## config.mk

```make
export PLATFORM = sky130hd
export DESIGN_NAME = tournament_tree_replace_max
export DESIGN_NICKNAME = d
export VERILOG_FILES = /design/src/rtl/ttrm_pkg.sv /design/src/rtl/tournament_tree_replace_max.sv
export SDC_FILE = /design/constraint.sdc
export NUM_CORES = 2
export LEC_CHECK = 0
export BUFFER_PORTS_ARGS = -buffer_cell sky130_fd_sc_hd__buf_2
export CORE_ASPECT_RATIO = 0.7
export CORE_MARGIN = 4
export CORE_UTILIZATION = 48
export DETAILED_ROUTE_END_ITERATION = 10
export SYNTH_ARGS = -nofsm -noshare
export SYNTH_HDL_FRONTEND = slang
export SYNTH_SLANG_ARGS = --single-unit
```

## constraint.sdc

```tcl
create_clock -name clk -period 12.2 [get_ports clk]
set_clock_uncertainty 0.2 [all_clocks]
set_input_delay 0.61 -clock clk [delete_from_list [all_inputs] [get_ports clk]]
set_output_delay 0.61 -clock clk [all_outputs]
set_load 0.01 [all_outputs]
```

## src/rtl/ttrm_pkg.sv

```systemverilog
// ----------------------------------------------------------------------------
// ttrm_pkg
// Types and constants for the max winner tree.
// ----------------------------------------------------------------------------
package ttrm_pkg;

  localparam int LEAF_COUNT  = 16;
  localparam int VALUE_WIDTH = 32;
  localparam int IDX_W       = $clog2(LEAF_COUNT);
  localparam int NODE_W      = IDX_W + 1;
  localparam int NODE_COUNT  = 2 * LEAF_COUNT;

  typedef enum logic {
    CMD_LOAD    = 1'b0,
    CMD_REPLACE = 1'b1
  } cmd_t;

  typedef enum logic [1:0] {
    ST_CLEAR,
    ST_IDLE,
    ST_MATCH
  } state_t;

  typedef struct packed {
    cmd_t                    cmd;
    logic [IDX_W-1:0]        leaf_index;
    logic [VALUE_WIDTH-1:0]  value;
  } in_item_t;

  typedef struct packed {
    logic [VALUE_WIDTH-1:0]  old_top_value;
    logic [VALUE_WIDTH-1:0]  top_value;
    logic [IDX_W-1:0]        top_leaf;
  } out_item_t;

  // One tree node: winning leaf and a copy of its value.
  typedef struct packed {
    logic [IDX_W-1:0]        leaf;
    logic [VALUE_WIDTH-1:0]  value;
  } entry_t;

  localparam logic [VALUE_WIDTH-1:0] MOST_NEG = {1'b1, {(VALUE_WIDTH-1){1'b0}}};

  // Leftmost leaf below node n (leaves are nodes LEAF_COUNT and up).
  function automatic logic [IDX_W-1:0] leftmost_leaf(input logic [NODE_W-1:0] n);
    logic [NODE_W-1:0] m;
    m = n;
    for (int i = 0; i < IDX_W; i++) begin
      if (m < NODE_W'(LEAF_COUNT)) begin
        m = m << 1;
      end
    end
    return m[IDX_W-1:0];
  endfunction

endpackage

```

## src/rtl/tournament_tree_replace_max.sv

```systemverilog
// ----------------------------------------------------------------------------
// tournament_tree_replace_max
// Max winner tree over LEAF_COUNT signed leaves with load and replace-top.
// ----------------------------------------------------------------------------
// Usage:
//   Input: a transfer happens at a rising edge with start high and busy low.
//   cmd LOAD writes in_data.value to leaf in_data.leaf_index; cmd REPLACE
//   writes it to the leaf that currently wins at the root (leaf_index unused).
//   Result: out_valid is high for exactly one cycle with the old top (replace
//   only, else zero), the new top value and the leaf holding it. The receiver
//   cannot stall; each result must be taken in the cycle it is shown.
//   Timing: after the accept edge the block replays one match per cycle up
//   the path from the leaf to the root, bounded by the single read port of
//   the node memory (one sibling read per level). out_valid rises in the
//   cycle after the last match and busy is low again in that same cycle;
//   busy stays high until then, so no new item is taken before the result.
//   Reset: a clearing pass writes every node memory entry, one per cycle,
//   with busy high; then all leaves hold the most negative value and leaf 0
//   is the top.
// Structure:
//   One memory of 2*LEAF_COUNT entries; inner node n has children 2n, 2n+1,
//   leaf k sits at node LEAF_COUNT+k. Each entry keeps its winning leaf and
//   a copy of that leaf's value, so a match needs a single sibling read.
//   The root is mirrored in top_r for the replace lookup.
// ----------------------------------------------------------------------------
module tournament_tree_replace_max (
  input  logic                clk,
  input  logic                rst_n,
  input  logic                start,
  output logic                busy,
  input  ttrm_pkg::in_item_t  in_data,
  output logic                out_valid,
  output ttrm_pkg::out_item_t out_data
);
  import ttrm_pkg::*;

  // node memory
  entry_t            mem [NODE_COUNT];
  logic              we;
  logic [NODE_W-1:0] waddr;
  entry_t            wdata;
  logic [NODE_W-1:0] raddr;
  entry_t            rdata_r;

  state_t            state_r, state_nxt;
  logic [NODE_W-1:0] clr_r, clr_nxt;
  logic [NODE_W-1:0] node_r, node_nxt;    // node on the path just updated
  entry_t            cur_r, cur_nxt;      // winner of node_r
  entry_t            top_r, top_nxt;      // mirror of the root
  logic [VALUE_WIDTH-1:0] old_top_r, old_top_nxt;
  logic              out_valid_r, out_valid_nxt;
  out_item_t         out_data_r, out_data_nxt;

  logic              accept;
  logic [IDX_W-1:0]  wr_leaf;
  logic [NODE_W-1:0] parent;
  logic              path_wins;
  entry_t            win;

  assign accept = start && (state_r == ST_IDLE);
  assign busy   = (state_r != ST_IDLE);
  assign out_valid = out_valid_r;
  assign out_data  = out_data_r;

  assign parent = node_r >> 1;

  // Ties go left: on the left the path child wins ties, on the right it loses them.
  always_comb begin
    if (!node_r[0]) begin
      path_wins = $signed(cur_r.value) >= $signed(rdata_r.value);
    end else begin
      path_wins = $signed(cur_r.value) > $signed(rdata_r.value);
    end
    win = path_wins ? cur_r : rdata_r;
  end

  assign wr_leaf = (in_data.cmd == CMD_REPLACE) ? top_r.leaf : in_data.leaf_index;

  always_comb begin
    state_nxt     = state_r;
    clr_nxt       = clr_r;
    node_nxt      = node_r;
    cur_nxt       = cur_r;
    top_nxt       = top_r;
    old_top_nxt   = old_top_r;
    out_valid_nxt = 1'b0;
    out_data_nxt  = out_data_r;
    we            = 1'b0;
    waddr         = clr_r;
    wdata         = '{leaf: leftmost_leaf(clr_r), value: MOST_NEG};
    raddr         = node_r ^ NODE_W'(1);
    unique case (state_r)
      ST_CLEAR: begin
        we      = 1'b1;
        clr_nxt = clr_r + NODE_W'(1);
        if (clr_r == NODE_W'(NODE_COUNT - 1)) begin
          state_nxt = ST_IDLE;
        end
      end
      ST_IDLE: begin
        if (accept) begin
          // write the leaf and fetch its sibling
          we          = 1'b1;
          waddr       = {1'b1, wr_leaf};
          wdata       = '{leaf: wr_leaf, value: in_data.value};
          raddr       = {1'b1, wr_leaf} ^ NODE_W'(1);
          node_nxt    = {1'b1, wr_leaf};
          cur_nxt     = wdata;
          old_top_nxt = (in_data.cmd == CMD_REPLACE) ? top_r.value : '0;
          state_nxt   = ST_MATCH;
        end
      end
      ST_MATCH: begin
        we       = 1'b1;
        waddr    = parent;
        wdata    = win;
        raddr    = parent ^ NODE_W'(1);
        node_nxt = parent;
        cur_nxt  = win;
        if (parent == NODE_W'(1)) begin
          top_nxt       = win;
          out_valid_nxt = 1'b1;
          out_data_nxt  = '{old_top_value: old_top_r, top_value: win.value,
                            top_leaf: win.leaf};
          state_nxt     = ST_IDLE;
        end
      end
      default: begin
        state_nxt = ST_CLEAR;
      end
    endcase
  end

  always_ff @(posedge clk) begin
    if (we) begin
      mem[waddr] <= wdata;
    end
    rdata_r <= mem[raddr];
  end

  always_ff @(posedge clk) begin
    if (!rst_n) begin
      state_r     <= ST_CLEAR;
      clr_r       <= '0;
      top_r       <= '{leaf: '0, value: MOST_NEG};
      out_valid_r <= 1'b0;
    end else begin
      state_r     <= state_nxt;
      clr_r       <= clr_nxt;
      top_r       <= top_nxt;
      out_valid_r <= out_valid_nxt;
    end
  end

  always_ff @(posedge clk) begin
    node_r     <= node_nxt;
    cur_r      <= cur_nxt;
    old_top_r  <= old_top_nxt;
    out_data_r <= out_data_nxt;
  end

`ifndef ASSERT_OFF
  a_accept_busy: assert property (@(posedge clk) disable iff (!rst_n)
    accept |=> busy)
    else $error("busy low after accept");

  a_result_idle: assert property (@(posedge clk) disable iff (!rst_n)
    out_valid |-> !busy)
    else $error("result shown while busy");

  a_single_strobe: assert property (@(posedge clk) disable iff (!rst_n)
    out_valid |=> !out_valid)
    else $error("back-to-back result strobes");

  a_top_mirror: assert property (@(posedge clk) disable iff (!rst_n)
    out_valid |-> (out_data.top_leaf == top_r.leaf) && (out_data.top_value == top_r.value))
    else $error("root mirror out of step with result");

  a_clear_after_reset: assert property (@(posedge clk)
    $rose(rst_n) |-> busy)
    else $error("not clearing after reset");
`endif

endmodule

```

======== After elaboration in Yosys (flattened, before gate mapping) ========
Memory sizes are Yosys's and may differ from the RTL's. A register that Yosys moved wholly into a read port is not among the register bits.
Cells that the tools add are included.
storage, ports and cells
  flip-flop bits (word level) ............. 185
  memory bits (writable) .................. 1152
  bits of input ports ..................... 40
  output and inout port bits .............. 70
  logic and storage cells ................. 66
  memories kept ........................... 1
operators by class
  add/subtract/negate cells ............... 1
  $lt $le $gt $ge ......................... 6
  equality and inequality tests ........... 8
  multiplexer cells ....................... 26
  bitwise gates (word level) .............. 3
  reduce and logical (&&, ||, !) cells .... 9
memories
  name  depth  bits a word  rd ports  clocked after Yosys merged registers in  wr ports  line                               source
  mem   32     36           1         1                                        1         tournament_tree_replace_max.sv:38  entry_t mem [NODE_COUNT];
operator list
  operator             number
  $pmux 36 s2          2
  $mux 36              3
  $ge 32x32->1         1
  $gt 32x32->1         1
  $mux 5               6
  $pmux 5 s2           3
  $lt 5x5->1 const B   4
  $mux 4               2
  $reduce_and 2->1     4
  $mux 2               3
  $ne 2x2->1 const B   3
  $pmux 2 s3           1
  $add 5x1->5 const B  1
  $eq 5x5->1 const B   1
  $mux 1               5
  $eq 4x1->1 const B   1
  $not 1->1            3
  $reduce_and 3->1     1
  $eq 2x1->1 const B   1
  $eq 2x2->1 const B   1
  $logic_not 2->1      1
  $ne 2x1->1 const B   1
  $pmux 1 s2           1
  $reduce_bool 2->1    1
  other kinds (2)      2

======== Depth between registers and ports, before layout ========
  depth after elaboration ................. 10
  gate-level depth with buffers ........... 13
  depth with buffers taken out ............ 10

======== Least setup slack after synthesis ========
No wires, ideal clock.
  path type ............................... reg2reg
  start ................................... register state_r[1]
  end ..................................... register cur_r[0] in the netlist's numbering, enable pin
  arrival time ............................ 3.970 ns
  setup slack ............................. 7.534 ns
  stages on the path, launching flop included .. 6
  path buffers ............................ 2
  cell sequence ........................... dfxtp_1 inv_1 ha_1 clkbuf_1 clkbuf_1 o21ai_0
on the way
  word-level cells in the longest chain between the ends .. 4
  elaborated cells between the ends (all ways) .. 6
RTL lines
  item                            line                                                                  source
  start, declared                 tournament_tree_replace_max.sv:45                                     state_t state_r, state_nxt;
  start signal, assigned          tournament_tree_replace_max.sv:148                                    state_r <= state_nxt;
  $eq 2x1->1                      tournament_tree_replace_max.sv:60, tournament_tree_replace_max.sv:92
  $logic_and 1x1->1               tournament_tree_replace_max.sv:60                                     assign accept = start && (state_r == ST_IDLE);
  $ne 2x2->1 (no line)            --
  $reduce_and 2->1 (no line) (*)  --
  end signal, assigned            tournament_tree_replace_max.sv:157                                    cur_r <= cur_nxt;
  end, declared                   tournament_tree_replace_max.sv:48                                     entry_t cur_r, cur_nxt;
Mark *: on every way between the ends. The rest lies on a longest branch, timed or not.
A chain may end at the register's enable or synchronous reset.

==> flow_metrics.tcl <==
set metrics [dict create \
    status "finished, final reports clean" \
    fin_setup_tns_ps 0 \
    cts_root_buffer "clkbuf_16" \
    cts_max_level 4 \
    antenna_found_initial 1 \
    num_rows 102 \
    worstSetupPathDepth 10 \
    r2r_start "cur_r[7]$_DFFE_PP_" \
    synth_cells 3460 \
    drc 0 \
    switching_share 0.290 \
    vias 31400 \
    cpMaxStageDelayCell "o21ai_2" \
    cp-startpoint "cur_r[7]$_DFFE_PP_" \
    netlist_area_um2 53400 \
    reg2reg_slack_ps 6770 \
    synth_flop_cell "edfxtp_1" \
    cts_sinks 1373 \
    ys_types 67 \
    seqCellArea_um2 40400 \
    crit_chain "ha_1 -> a21oi_1 -> o21ai_0 -> a221oi_1 -> a31oi_1 -> a211oi_4 -> buf_4 -> buf_4 -> mux2i_2 -> o21ai_2" \
    yosysSeqAreaShare 0.757 \
    worst-path-buf-inv 2 \
    cts_inserted_buffers 132 \
    cts_hold_buf 18 \
    cts_tree "yes" \
    internal_power_w 0.00840 \
    yosys_register_bits 1373 \
    cpLargestDelayFamily "compound AO/OA/AOI/OAI gates" \
    final.setup.worst_slack_ps 6770 \
    die_h_um 287 \
    r2r-end "mem[22][7]$_DFFE_PP_" \
    dp_cells 4932 \
    syn_nets 3538 \
    drv_cap 0 \
    final_cells 5194 \
    start_util 0.483 \
    dp_hpwl_um 78200 \
    hold_violations 0 \
    leakagePower_nw 20.4 \
    clkLatencyLatePin_ps 750 \
    multi_input_area_um2 12300 \
    post-place-ws_ps 6810 \
    setup.worst_path.start_class "flip-flop" \
    mostFrequentLayoutCell "edfxtp_1" \
    crit_end "mem[22][7]$_DFFE_PP_" \
    hp-class "input port to flip-flop" \
    crit_required_ps 12370 \
    grt_usage 0.254 \
    tightest_slew_ps 1420 \
    core_area_um2 111000 \
    power_density_nw_per_um2 195 \
    cts-resized-gates 0 \
    yosys-top-cells-area "edfxtp_1 (73%), mux2i_1 (5.6%), a32oi_1 (4.7%), nand2_1 (4.4%), dfxtp_1 (3.0%)" \
    slew_violations 0 \
    fp.dieW_um 407 \
    path_class "flip-flop to flip-flop" \
    grt_max_degree 175 \
    final_cell_mix "edfxtp_1 (1293), nand2_1 (632), mux2i_1 (301)" \
    syn_area_per_cell_um2 15.4 \
    synth_top_area_share 0.727 \
    power.share.combinational 0.182 \
    finalWirelength_um 149000 \
    slew_headroom 0.0503 \
    fmax_mhz 184 \
    layout.nets 3706 \
    avgRoutedWirePerCell_um 28.7 \
    routabilityCongestion 0.840 \
    critPathMaxStageDelay_ps 970 \
    drt-vias-per-instance 6.05 \
    grt_pass1_vias 29700 \
    ant_nets 0 \
    period_minus_slack_ps 5430 \
    p_sw_w 0.00342 \
    area_growth_pct 13.4 \
    synth_edf_count 1293 \
    grt_pass1_wl_um 212000 \
    setup_viol 0 \
    first_iter_violations 4053 \
    crit_fanout 32 \
    yosys_warnings 0 \
    diodes 0 \
    drive_gt1_frac 0.140 \
    synthArstFlopShare 0 \
    fillCellCount 8872 \
    postCtsSetupRepairBufs 0 \
    crit_arrival_ps 5600 \
    ir_drop_v 0.000177 \
    rsz0062_at_grt "false" \
    finalCritPeriodShare 0.445 \
    ios 110 \
    yosys.area.top_type "edfxtp_1" \
    reg2regPathDepth 10 \
    die_area_um2 117000 \
    overflow 0 \
    timing.critical_path.mode_cell "buf_4" \
    cts.clk_slew.worst_paths_ps 60 \
    detail_route.first_pass.iterations 5 \
    clkPwrFrac 0.338 \
    port_buffers 109 \
    pwr-share-seq 0.480 \
    cts_max_path_buffers 3 \
    cp-end-kind "flip-flop" \
]
power groups by stage:
stage                     registers (W)  clock network (W)  logic [W]
final                           0.00567            0.00399    0.00216
after global routing            0.00569            0.00426    0.00231
after CTS                       0.00567            0.00405    0.00213
after detailed placement        0.00577                  0    0.00212
after global placement          0.00577                  0    0.00209
after floorplan                 0.00571                  0    0.00138
cells in the mapped netlist (all sizes together), types with 3 or more instances:
cell type / number
nor2: 114
buf: 67
or3: 3
nand2: 633
nand2b: 5
mux2i: 329
nor2b: 6
nand3: 3
a221oi: 4
and2: 42
and3: 3
a21oi: 93
o21ai: 79
dfxtp: 80
a22o: 3
o221ai: 4
a32oi: 289
or2: 3
nor3: 19
clkbuf: 126
nand4: 81
o22ai: 11
a21o: 7
edfxtp: 1293
inv: 84
ha: 38
state kept, by name, summed over array words and instances (netlist names):
name and flops:
mem 1152, out_data 68, cur_r 36, rdata_r 36, top_r 36, old_top_r 32, clr_r 5, node_r 5
state_r 2, out_valid 1
cell type report:
| cell class | instances | area share |
|---|---|---|
| inverters | 84 | 0.00521 |
| multi-input cells | 1808 | 0.203 |
| well taps | 1456 | 0.0301 |
| repair buffers | 229 | 0.0250 |
| clock buffers | 183 | 0.0613 |
| clock inverters | 61 | 0.00785 |
| flip-flops and latches | 1373 | 0.668 |
worst min-delay path, stage by stage:
cell and delay [ps]:
buf_2 100, nor2_1 40, a21oi_1 100
metrics by stage:
stage	power (W)	hold slack (ps)	cell area, µm²	utilization
global placement	0.00786	201	56200	0.508
CTS	0.0119	2.45	60500	0.548
detailed placement	0.00789	205	56200	0.508
global route	0.0123	40.2	60500	0.548
floorplan	0.00709	200	53400	-
finish	0.0118	40.7	60500	0.548
worst min-delay path by stage:
stage / cells after the start / slack [ps] / start / to
after global placement: 0 / 200 / old_top_r[12]$_SDFFCE_PN0P_ / out_data[48]$_DFFE_PP_
after floorplan: 0 / 200 / old_top_r[0]$_SDFFCE_PN0P_ / out_data[36]$_DFFE_PP_
after CTS: 3 / 2 / in_data[8] / cur_r[8]$_DFFE_PP_
final: 3 / 40 / in_data[12] / cur_r[12]$_DFFE_PP_
after global routing: 3 / 40 / in_data[4] / cur_r[4]$_DFFE_PP_
after detailed placement: 0 / 200 / old_top_r[9]$_SDFFCE_PN0P_ / out_data[45]$_DFFE_PP_
cell families after synthesis:
kind of cell / Yosys count / synth area share
xor gates and xnor gates: 3 / 0.000492
AOI/OAI and AO/OA: 517 / 0.0725
muxes: 331 / 0.0646
buffers and inverters: 279 / 0.0225
and+or+nand+nor: 919 / 0.0739
DFF: 1373 / 0.757
adders and majority gates: 38 / 0.00890
routing by layer:
metal	up-vias	wire [µm]	global-route usage
met5	-	56	0.00334
met4	2	4770	0.0876
li1	13700	-	-
met2	1551	63900	0.358
met1	15900	66200	0.391
met3	255	14100	0.0523
No activity file was read; power rests on OpenSTA's default activity.
